### config.mk
export PLATFORM = sky130hd
export DESIGN_NAME = pausable_scaled_time_counter_core
export DESIGN_NICKNAME = d
export VERILOG_FILES = /design/src/rtl/pstc_pkg.sv /design/src/rtl/pstc_dp.sv /design/src/rtl/pstc_ctrl.sv /design/src/rtl/pausable_scaled_time_counter_core.sv
export SDC_FILE = /design/constraint.sdc
export NUM_CORES = 2
export LEC_CHECK = 0
export ABC_CLOCK_PERIOD_IN_PS = 29700
export BUFFER_PORTS_ARGS = -buffer_cell sky130_fd_sc_hd__buf_4
export CORE_MARGIN = 2
export CORE_UTILIZATION = 50
export DETAILED_ROUTE_END_ITERATION = 12
export HOLD_SLACK_MARGIN = 0.02
export PLACE_DENSITY = 0.7
export SLEW_MARGIN = 20
export SYNTH_ARGS = -nofsm -noshare
export SYNTH_HDL_FRONTEND = slang
export SYNTH_HIERARCHICAL = 1
export SYNTH_SLANG_ARGS = --single-unit
### constraint.sdc
create_clock -name i_clk -period 29.7 [get_ports i_clk]
set_input_delay 8.91 -clock i_clk [delete_from_list [all_inputs] [get_ports i_clk]]
set_output_delay 8.91 -clock i_clk [all_outputs]
set_load 0.02 [all_outputs]
### src/rtl/pstc_pkg.sv
// Package for the pausable scaled time counter.
// Operation codes, controller states, field widths and the controller/datapath structs.
// No dependencies.
package pstc_pkg;

    localparam int TICK_W    = 63;
    localparam int TIME_W    = 64;
    localparam int SCALE_W   = 16;
    localparam int OP_W      = 3;
    localparam int DIV_STEPS = 63;
    localparam int CNT_W     = 6;
    localparam int S_DATA_W  = 144;

    typedef enum logic [OP_W-1:0] {
        OP_READ_TICKS = 3'd0,
        OP_READ_CLOCK = 3'd1,
        OP_ENABLE     = 3'd2,
        OP_DISABLE    = 3'd3,
        OP_SET_SCALE  = 3'd4
    } t_op;

    typedef enum logic [2:0] {
        ST_IDLE,
        ST_PREP,
        ST_EVAL,
        ST_EXEC,
        ST_DIV,
        ST_FIN,
        ST_PUSH
    } t_state;

    typedef struct packed {
        logic load;
        logic prep;
        logic eval;
        logic exec;
        logic div_init;
        logic div_step;
        logic div_finish;
        logic out_load;
    } t_dp_cmd;

    typedef struct packed {
        logic need_div;
        logic div_done;
    } t_dp_stat;

endpackage

### src/rtl/pstc_dp.sv
// Datapath of the pausable scaled time counter: time state, staged adders,
// radix-2 divider by the scale factor, result and output registers.
// Depends on pstc_pkg.
module pstc_dp (
    input  logic                         i_clk,
    input  logic                         i_rst_n,
    input  pstc_pkg::t_dp_cmd            i_cmd,
    output pstc_pkg::t_dp_stat           o_stat,
    input  logic [pstc_pkg::OP_W-1:0]    i_operation,
    input  logic [pstc_pkg::TICK_W-1:0]  i_host_ticks,
    input  logic [pstc_pkg::TICK_W-1:0]  i_host_clock,
    input  logic [pstc_pkg::SCALE_W-1:0] i_new_scale,
    output logic [pstc_pkg::TIME_W-1:0]  o_time_value,
    output logic                         o_order_error
);

    // captured item
    pstc_pkg::t_op                r_op;
    logic [pstc_pkg::TIME_W-1:0]  r_ticks;
    logic [pstc_pkg::TIME_W-1:0]  r_clk;
    logic [pstc_pkg::SCALE_W-1:0] r_new_scale;

    // architectural state
    logic                         r_running;
    logic [pstc_pkg::TIME_W-1:0]  r_last_ticks;
    logic [pstc_pkg::TIME_W-1:0]  r_tick_off;
    logic [pstc_pkg::TIME_W-1:0]  r_clk_off;
    logic [pstc_pkg::SCALE_W-1:0] r_scale;
    logic [pstc_pkg::TIME_W-1:0]  r_last_raw;
    logic [pstc_pkg::TIME_W-1:0]  r_last_scaled;

    // staged intermediates
    logic [pstc_pkg::TIME_W-1:0]  r_cur;
    logic [pstc_pkg::TIME_W-1:0]  r_tdiff;
    logic                         r_back;
    logic [pstc_pkg::TIME_W-1:0]  r_elapsed;
    logic [pstc_pkg::TIME_W-1:0]  r_toff_new;

    // divider
    logic [pstc_pkg::DIV_STEPS-1:0] r_quo;
    logic [pstc_pkg::SCALE_W-1:0]   r_rem;
    logic [pstc_pkg::CNT_W-1:0]     r_cnt;

    // result and output
    logic [pstc_pkg::TIME_W-1:0]  r_res_value;
    logic                         r_res_err;
    logic [pstc_pkg::TIME_W-1:0]  r_out_value;
    logic                         r_out_err;

    logic                         scaled;
    logic                         elapsed_pos;
    logic                         need_div;
    logic [pstc_pkg::TIME_W-1:0]  tick_val;
    logic [pstc_pkg::TIME_W-1:0]  clk_val;
    logic                         clk_err;
    logic [pstc_pkg::SCALE_W:0]   rem_sh;
    logic                         rem_ge;
    logic [pstc_pkg::SCALE_W:0]   rem_sub;
    logic [pstc_pkg::TIME_W-1:0]  div_result;
    logic [pstc_pkg::SCALE_W-1:0] scale_in;

    assign scaled      = (r_scale > pstc_pkg::SCALE_W'(1));
    assign elapsed_pos = !r_elapsed[pstc_pkg::TIME_W-1] && (r_elapsed != '0);
    assign need_div    = ((r_op == pstc_pkg::OP_READ_CLOCK) || (r_op == pstc_pkg::OP_DISABLE))
                         && r_running && scaled && elapsed_pos;
    assign tick_val    = r_running ? (r_ticks + r_toff_new) : r_tick_off;

    always_comb begin
        clk_err = 1'b0;
        if (!r_running) begin
            clk_val = scaled ? r_last_scaled : r_clk_off;
        end else if (!scaled) begin
            clk_val = r_cur;
        end else begin
            clk_val = r_last_scaled;
            clk_err = !elapsed_pos;
        end
    end

    assign rem_sh     = {r_rem, r_quo[pstc_pkg::DIV_STEPS-1]};
    assign rem_ge     = (rem_sh >= {1'b0, r_scale});
    assign rem_sub    = rem_sh - {1'b0, r_scale};
    assign div_result = r_last_scaled + {1'b0, r_quo};
    assign scale_in   = (r_new_scale == '0) ? pstc_pkg::SCALE_W'(1) : r_new_scale;

    assign o_stat.need_div = need_div;
    assign o_stat.div_done = (r_cnt == pstc_pkg::CNT_W'(pstc_pkg::DIV_STEPS - 1));

    // item capture, stages, divider and output register
    always_ff @(posedge i_clk) begin
        if (i_cmd.load) begin
            r_op        <= pstc_pkg::t_op'(i_operation);
            r_ticks     <= {1'b0, i_host_ticks};
            r_clk       <= {1'b0, i_host_clock};
            r_new_scale <= i_new_scale;
        end
        if (i_cmd.prep) begin
            r_cur   <= r_clk + r_clk_off;
            r_tdiff <= r_last_ticks - r_ticks;
            r_back  <= (r_last_ticks > r_ticks);
        end
        if (i_cmd.eval) begin
            r_elapsed  <= r_cur - r_last_raw;
            r_toff_new <= r_back ? (r_tick_off + r_tdiff) : r_tick_off;
        end
        if (i_cmd.div_init) begin
            r_quo <= r_elapsed[pstc_pkg::DIV_STEPS-1:0];
            r_rem <= '0;
            r_cnt <= '0;
        end else if (i_cmd.div_step) begin
            r_quo <= {r_quo[pstc_pkg::DIV_STEPS-2:0], rem_ge};
            r_rem <= rem_ge ? rem_sub[pstc_pkg::SCALE_W-1:0] : rem_sh[pstc_pkg::SCALE_W-1:0];
            r_cnt <= r_cnt + pstc_pkg::CNT_W'(1);
        end
        if (i_cmd.out_load) begin
            r_out_value <= r_res_value;
            r_out_err   <= r_res_err;
        end
    end

    // time state and result
    always_ff @(posedge i_clk) begin
        if (!i_rst_n) begin
            r_running     <= 1'b0;
            r_last_ticks  <= '0;
            r_tick_off    <= '0;
            r_clk_off     <= '0;
            r_scale       <= pstc_pkg::SCALE_W'(1);
            r_last_raw    <= '0;
            r_last_scaled <= '0;
            r_res_value   <= '0;
            r_res_err     <= 1'b0;
        end else if (i_cmd.exec) begin
            r_res_value <= '0;
            r_res_err   <= 1'b0;
            case (r_op)
                pstc_pkg::OP_READ_TICKS: begin
                    r_res_value <= tick_val;
                    if (r_running) begin
                        r_tick_off   <= r_toff_new;
                        r_last_ticks <= r_ticks;
                    end
                end
                pstc_pkg::OP_READ_CLOCK: begin
                    if (!need_div) begin
                        r_res_value <= clk_val;
                        r_res_err   <= clk_err;
                    end
                end
                pstc_pkg::OP_ENABLE: begin
                    if (!r_running) begin
                        r_tick_off <= r_tick_off - r_ticks;
                        r_clk_off  <= r_clk_off - r_clk;
                        r_running  <= 1'b1;
                        if (scaled) begin
                            r_last_raw    <= r_clk_off;
                            r_last_scaled <= r_clk_off;
                        end
                    end
                end
                pstc_pkg::OP_DISABLE: begin
                    if (r_running) begin
                        r_tick_off   <= tick_val;
                        r_last_ticks <= r_ticks;
                        if (!need_div) begin
                            r_clk_off <= clk_val;
                            r_running <= 1'b0;
                            r_res_err <= clk_err;
                        end
                    end
                end
                pstc_pkg::OP_SET_SCALE: begin
                    if (!scaled) begin
                        r_last_raw    <= clk_val;
                        r_last_scaled <= clk_val;
                    end
                    r_scale <= scale_in;
                end
                default: begin
                end
            endcase
        end else if (i_cmd.div_finish) begin
            r_last_scaled <= div_result;
            r_last_raw    <= r_cur;
            r_res_err     <= 1'b0;
            if (r_op == pstc_pkg::OP_DISABLE) begin
                r_clk_off   <= div_result;
                r_running   <= 1'b0;
                r_res_value <= '0;
            end else begin
                r_res_value <= div_result;
            end
        end
    end

    assign o_time_value  = r_out_value;
    assign o_order_error = r_out_err;

endmodule

### src/rtl/pstc_ctrl.sv
// Controller of the pausable scaled time counter: sequences capture, staged
// evaluation, the divide loop and the output beat. Depends on pstc_pkg.
module pstc_ctrl (
    input  logic                     i_clk,
    input  logic                     i_rst_n,
    input  logic                     i_s_tvalid,
    output logic                     o_s_tready,
    output logic                     o_m_tvalid,
    input  logic                     i_m_tready,
    input  pstc_pkg::t_dp_stat       i_stat,
    output pstc_pkg::t_dp_cmd        o_cmd
);

    pstc_pkg::t_state r_state;
    pstc_pkg::t_state n_state;
    logic             r_m_valid;
    logic             n_m_valid;

    always_ff @(posedge i_clk) begin
        if (!i_rst_n) begin
            r_state   <= pstc_pkg::ST_IDLE;
            r_m_valid <= 1'b0;
        end else begin
            r_state   <= n_state;
            r_m_valid <= n_m_valid;
        end
    end

    always_comb begin
        n_state   = r_state;
        n_m_valid = r_m_valid && !i_m_tready;
        o_cmd     = '0;
        case (r_state)
            pstc_pkg::ST_IDLE: begin
                if (i_s_tvalid) begin
                    o_cmd.load = 1'b1;
                    n_state    = pstc_pkg::ST_PREP;
                end
            end
            pstc_pkg::ST_PREP: begin
                o_cmd.prep = 1'b1;
                n_state    = pstc_pkg::ST_EVAL;
            end
            pstc_pkg::ST_EVAL: begin
                o_cmd.eval = 1'b1;
                n_state    = pstc_pkg::ST_EXEC;
            end
            pstc_pkg::ST_EXEC: begin
                o_cmd.exec = 1'b1;
                if (i_stat.need_div) begin
                    o_cmd.div_init = 1'b1;
                    n_state        = pstc_pkg::ST_DIV;
                end else begin
                    n_state = pstc_pkg::ST_PUSH;
                end
            end
            pstc_pkg::ST_DIV: begin
                o_cmd.div_step = 1'b1;
                if (i_stat.div_done) begin
                    n_state = pstc_pkg::ST_FIN;
                end
            end
            pstc_pkg::ST_FIN: begin
                o_cmd.div_finish = 1'b1;
                n_state          = pstc_pkg::ST_PUSH;
            end
            pstc_pkg::ST_PUSH: begin
                if (!r_m_valid || i_m_tready) begin
                    o_cmd.out_load = 1'b1;
                    n_m_valid      = 1'b1;
                    n_state        = pstc_pkg::ST_IDLE;
                end
            end
            default: begin
                n_state = pstc_pkg::ST_IDLE;
            end
        endcase
    end

    assign o_s_tready = (r_state == pstc_pkg::ST_IDLE);
    assign o_m_tvalid = r_m_valid;

endmodule

### src/rtl/pausable_scaled_time_counter_core.sv
// Pausable scaled time counter, top level: stream ports around controller and datapath.
// Depends on pstc_pkg, pstc_ctrl and pstc_dp.
//
// Usage: each input beat carries an operation (read ticks, read clock, enable,
// disable, set scale) in tuser and fresh host tick and host clock samples plus a
// new scale in tdata. Every input beat yields exactly one output beat: the time
// value in tdata and the order error flag in tuser.
// Each item passes the prep, eval and exec states to the output beat, and a
// scaled clock evaluation also runs the divider (63 radix-2 steps of elapsed time by
// the 16-bit scale). One item is in flight at a time: the next input beat is taken
// only once the current result has moved to the output register.
// A finished result sits in the output register while the next item is taken;
// a later result waits in the datapath result register until that register is
// free, so a stalled receiver holds the output beat stable and eventually blocks input.
// Reset (synchronous, active low): counter stopped, all offsets and last values
// zero, scale one, no output pending.
module pausable_scaled_time_counter_core (
    input  logic                           i_clk,
    input  logic                           i_rst_n,
    input  logic                           i_s_tvalid,
    output logic                           o_s_tready,
    // [62:0] host_ticks, [125:63] host_clock, [141:126] new_scale, [143:142] zero
    input  logic [pstc_pkg::S_DATA_W-1:0]  i_s_tdata,
    // [2:0] operation
    input  logic [pstc_pkg::OP_W-1:0]      i_s_tuser,
    output logic                           o_m_tvalid,
    input  logic                           i_m_tready,
    // [63:0] time_value
    output logic [pstc_pkg::TIME_W-1:0]    o_m_tdata,
    // [0] order_error
    output logic                           o_m_tuser
);

    pstc_pkg::t_dp_cmd  cmd;
    pstc_pkg::t_dp_stat stat;

    pstc_ctrl u_ctrl (
        .i_clk      (i_clk),
        .i_rst_n    (i_rst_n),
        .i_s_tvalid (i_s_tvalid),
        .o_s_tready (o_s_tready),
        .o_m_tvalid (o_m_tvalid),
        .i_m_tready (i_m_tready),
        .i_stat     (stat),
        .o_cmd      (cmd)
    );

    pstc_dp u_dp (
        .i_clk         (i_clk),
        .i_rst_n       (i_rst_n),
        .i_cmd         (cmd),
        .o_stat        (stat),
        .i_operation   (i_s_tuser),
        .i_host_ticks  (i_s_tdata[62:0]),
        .i_host_clock  (i_s_tdata[125:63]),
        .i_new_scale   (i_s_tdata[141:126]),
        .o_time_value  (o_m_tdata),
        .o_order_error (o_m_tuser)
    );

endmodule

==> summary.md <==
| Metric | Value |
|---|---|
| R2r endpoint | u_dp/r_res_value[57] |
| Mux share of post-synthesis cell area | roughly 3.8% |
| Synth Instances | 7863 |
| FF-to-FF Start | u_dp/r_quo[3] |
| Pin count of the biggest net entering global routing | 132 |
| Sequential cell area | around 24000 sq um |
| DR DRC count | 0 |
| Crit Path Class | primary input to register |
| Avg Cell Area, Syn | 8.63 sq um |
| Crit path DAT | between 10000 and 15000 ps |
| Nets | 8497 |
| Clock sinks | 957 |
| PostCTS Resize Cnt | 0 |
| Switching share of power | about 31% |
| DP Worst Slack | around 18000 ps |
| Share of post-route cells with drive strength above 1 | 8.82% |
| H-tree levels | 3 |
| Hold endpoint | u_dp/o_time_value[45] |
| I/O pin count | 218 |
| CTS root buf | clkbuf_16 |
| Placer Congestion | about 0.98 |
| Post-synth top area cell | edfxtp_1 |
| CP Max Fanout | 59 |
| Initial Util | 50.2% |
| CTS tree | built |
| Overflow after GRT | 0 |
| Worst-path clk slew | 60 ps |
| Setup violations, final | 0 |
| Top-area cell type share of the netlist area | 23.4% |
| Area of the multi-input gates | 40300 sq um |
| Die height | 372 microns |
| Die Wd | 372 microns |
| Post-CTS Setup Bufs | 0 |
| Vias in the first global route | 57200 |
| Combinational share of power | 19.9% |
| CP peak stage delay | 700 ps |
| Post-route setup slack | 18950 ps |
| Total track usage | 34.2% |
| Async set-reset flop share out of synthesis | 0% |
| Hold path cells | 0 |
| Slew headroom | 12.8% |
| Clk Latency, worst-skew pair | 750 ps |
| Synth Area in Simple Gates | 14.3% |
| Most repeated library cell on the critical path | buf_4 |
| Outcome | completed |
| Vias per cell | 6.38 |
| DRT Wirelength | 245000 microns |
| Core area | 135000 sq um |
| DR pass1 iterations | 9 |
| Hold Startpoint | u_dp/r_res_value[45] |
| Post-synth EDFFs | 530 |
| Post-CTS Hold Buffers | 0 |
| Mapped Area | 67900 sq um |
| Final Skew | 32.9 ps |
| Filler instances | around 12000 |
| Worst-margin pin slew | 1300 ps |
| Synth warn | 6 |
| Synth Area in Compound Gates | between 20% and 30% |
| Max Cap Viol | 0 |
| RSZ-0062 raised after global routing | no |
| Power Dens Cells | 49.2 nW/um^2 |
| R2r worst-path depth | 13 |
| Maximum vdd ir drop | 0.0000641 V |
| Crit. End Element | register |
| Sequential element share of the synthesized area | a little over a third |
| Antenna-violating nets left | 0 |
| Crit path max-delay cell type | buf_4 |
| Min-delay worst type | register to register |
| Syn Nets | 8545 |
| Synth Area in Adders | 9.89% |
| Critical Path, Cell by Cell | buf_4 -> and2_4 -> buf_4 -> buf_4 |
| Hold Worst Slack | 428 ps |
| R2r setup slk | ~24000 ps |
| Num CTS Buffers | about 110 |
| Setup TNS | 0 ps |
| Site row count | 135 |
| Final Instance Count excl. Fillers | 9698 |
| Register share of total power | 42.4% |
| Layout area overhead | 9.37% |
| Psw | 1130 uW |
| Fin. Hold Viols | 0 |
| Placed cell count | 9483 |
| Main flop type after synthesis | edfxtp_1 |
| WL/cell | about 25 microns |
| Vias | 61800 |
| FMAX | 93.0 MHz |
| Die ar. | 139000 sq um |
| Antenna violations before repair | 9 |
| Dpl hpwl | 188000 microns |
| Pins Over Slew Limit | 0 |
| Int Power | about 2500 uW |
| Synth Area in XOR/XNOR | 6.17% |
| Clk pwr share | 37.6% |
| Pleak | 0.0297 uW |
| Critical path required time | approximately 30000 ps |
| Post-synthesis register bit count | ~960 |
| Clk buf depth | 3 |
| Port Buffers | 215 |
| First-pass GRT wire length | 359000 microns |
| Drt first-iter violations | 6826 |
| Main combinational cell family by area after synthesis | compound AO/OA/AOI/OAI gates |
| Largest cells by area after synthesis | edfxtp_1 (23%), dfxtp_1 (13%), ha_1 (9.6%) |
| Tot Pwr | approximately 3700 uW |
| Tcrit/Tclk final | 36.2% |
| Min Tclk post-route | between 10000 and 15000 ps |
| Post-synth cell types | between 100 and 150 |
| Crit start category | primary input |
power groups by stage:
stage	clock, uW	sequential, uW	combinational, uW
after detailed placement	0	1570	709
after global placement	0	1570	701
after global routing	1440	1550	792
after CTS	1390	1550	714
final	1370	1550	728
after floorplan	0	1550	518
synth_stat cells, types with 24 or more instances:
cell,number
a221oi_1,80
a22oi_1,28
o22ai_1,30
o211ai_1,156
or2_2,27
and2_1,33
nand2b_1,62
o21bai_1,97
nor2b_1,82
ha_1,522
nand3_1,139
xor2_1,152
and3_1,68
nor2_1,584
nor3_1,110
a21oi_1,942
mux2_2,131
nand4_1,94
edfxtp_1,530
nor4_1,40
o21a_1,53
o21ai_0,486
a21boi_0,26
a211oi_1,80
mux2i_1,108
a31oi_1,88
inv_1,390
a222oi_1,24
buf_1,26
o31ai_1,54
or3_1,32
xnor2_1,326
dfxtp_1,427
a21o_1,264
nand2_1,825
clkbuf_1,379
per-layer routing:
layer / track usage, % / share of wire, %
met4: 10.8 / 3.3
met5: 0 / 0.0074
met2: 49.3 / 41
met3: 7.24 / 11
met1: 50.5 / 45
per-stage QoR:
| stage | instance area (sq um) | util [%] |
|---|---|---|
| after global routing | 74200 | 54.9 |
| after detailed placement | 70600 | 52.3 |
| after floorplan | 67900 | - |
| after global placement | 70600 | 52.3 |
| final | 74200 | 54.9 |
| after CTS | 74200 | 54.9 |
area by class of cell:
| type | count | area share, % |
|---|---|---|
| multi-input cells | 6073 | 54.3 |
| flip-flops and latches | 957 | 33.0 |
| clock buffers | 148 | 4.12 |
| well taps | 1781 | 3.00 |
| repair buffers | 278 | 2.83 |
| inverters | 394 | 2.00 |
| clock inverters | 64 | 0.740 |
| diodes | 3 | 0.0101 |
cell families (layout without fill, tap and decap cells):
kind of cell               Yosys count  count (layout)
other                                0               3
DFF                                957             957
AOI/OAI and AO/OA                 2675            2675
and+or+nand+nor                   2150            2150
muxes                              239             239
buffers and inverters              833             884
xor gates and xnor gates           478             478
adders and majority gates          531             531
placed cells by master (no fill, tap or decap), types with 277 or more instances in the layout:
master,n
inv_1,387
nand2_1,822
xnor2_1,326
nor2_1,578
dfxtp_1,426
ha_1,522
edfxtp_1,530
a21oi_1,942
o21ai_0,485
buf_4,277
worst max-delay path: cells and delay by family:
kind,cells,cell delay [ps]
and+or+nand+nor,1,560
buffers and inverters,3,1460
worst max path at each step:
stage                    start                to
detailed placement  i_s_tvalid   u_dp/r_ticks[4]
finish              i_s_tvalid  u_dp/r_ticks[15]
global route        i_s_tvalid  u_dp/r_ticks[10]
global placement    i_s_tvalid   u_dp/r_ticks[4]
floorplan           i_s_tvalid     u_dp/r_clk[0]
CTS                 i_s_tvalid  u_dp/r_ticks[15]
(Power assumes the default switching activity.)
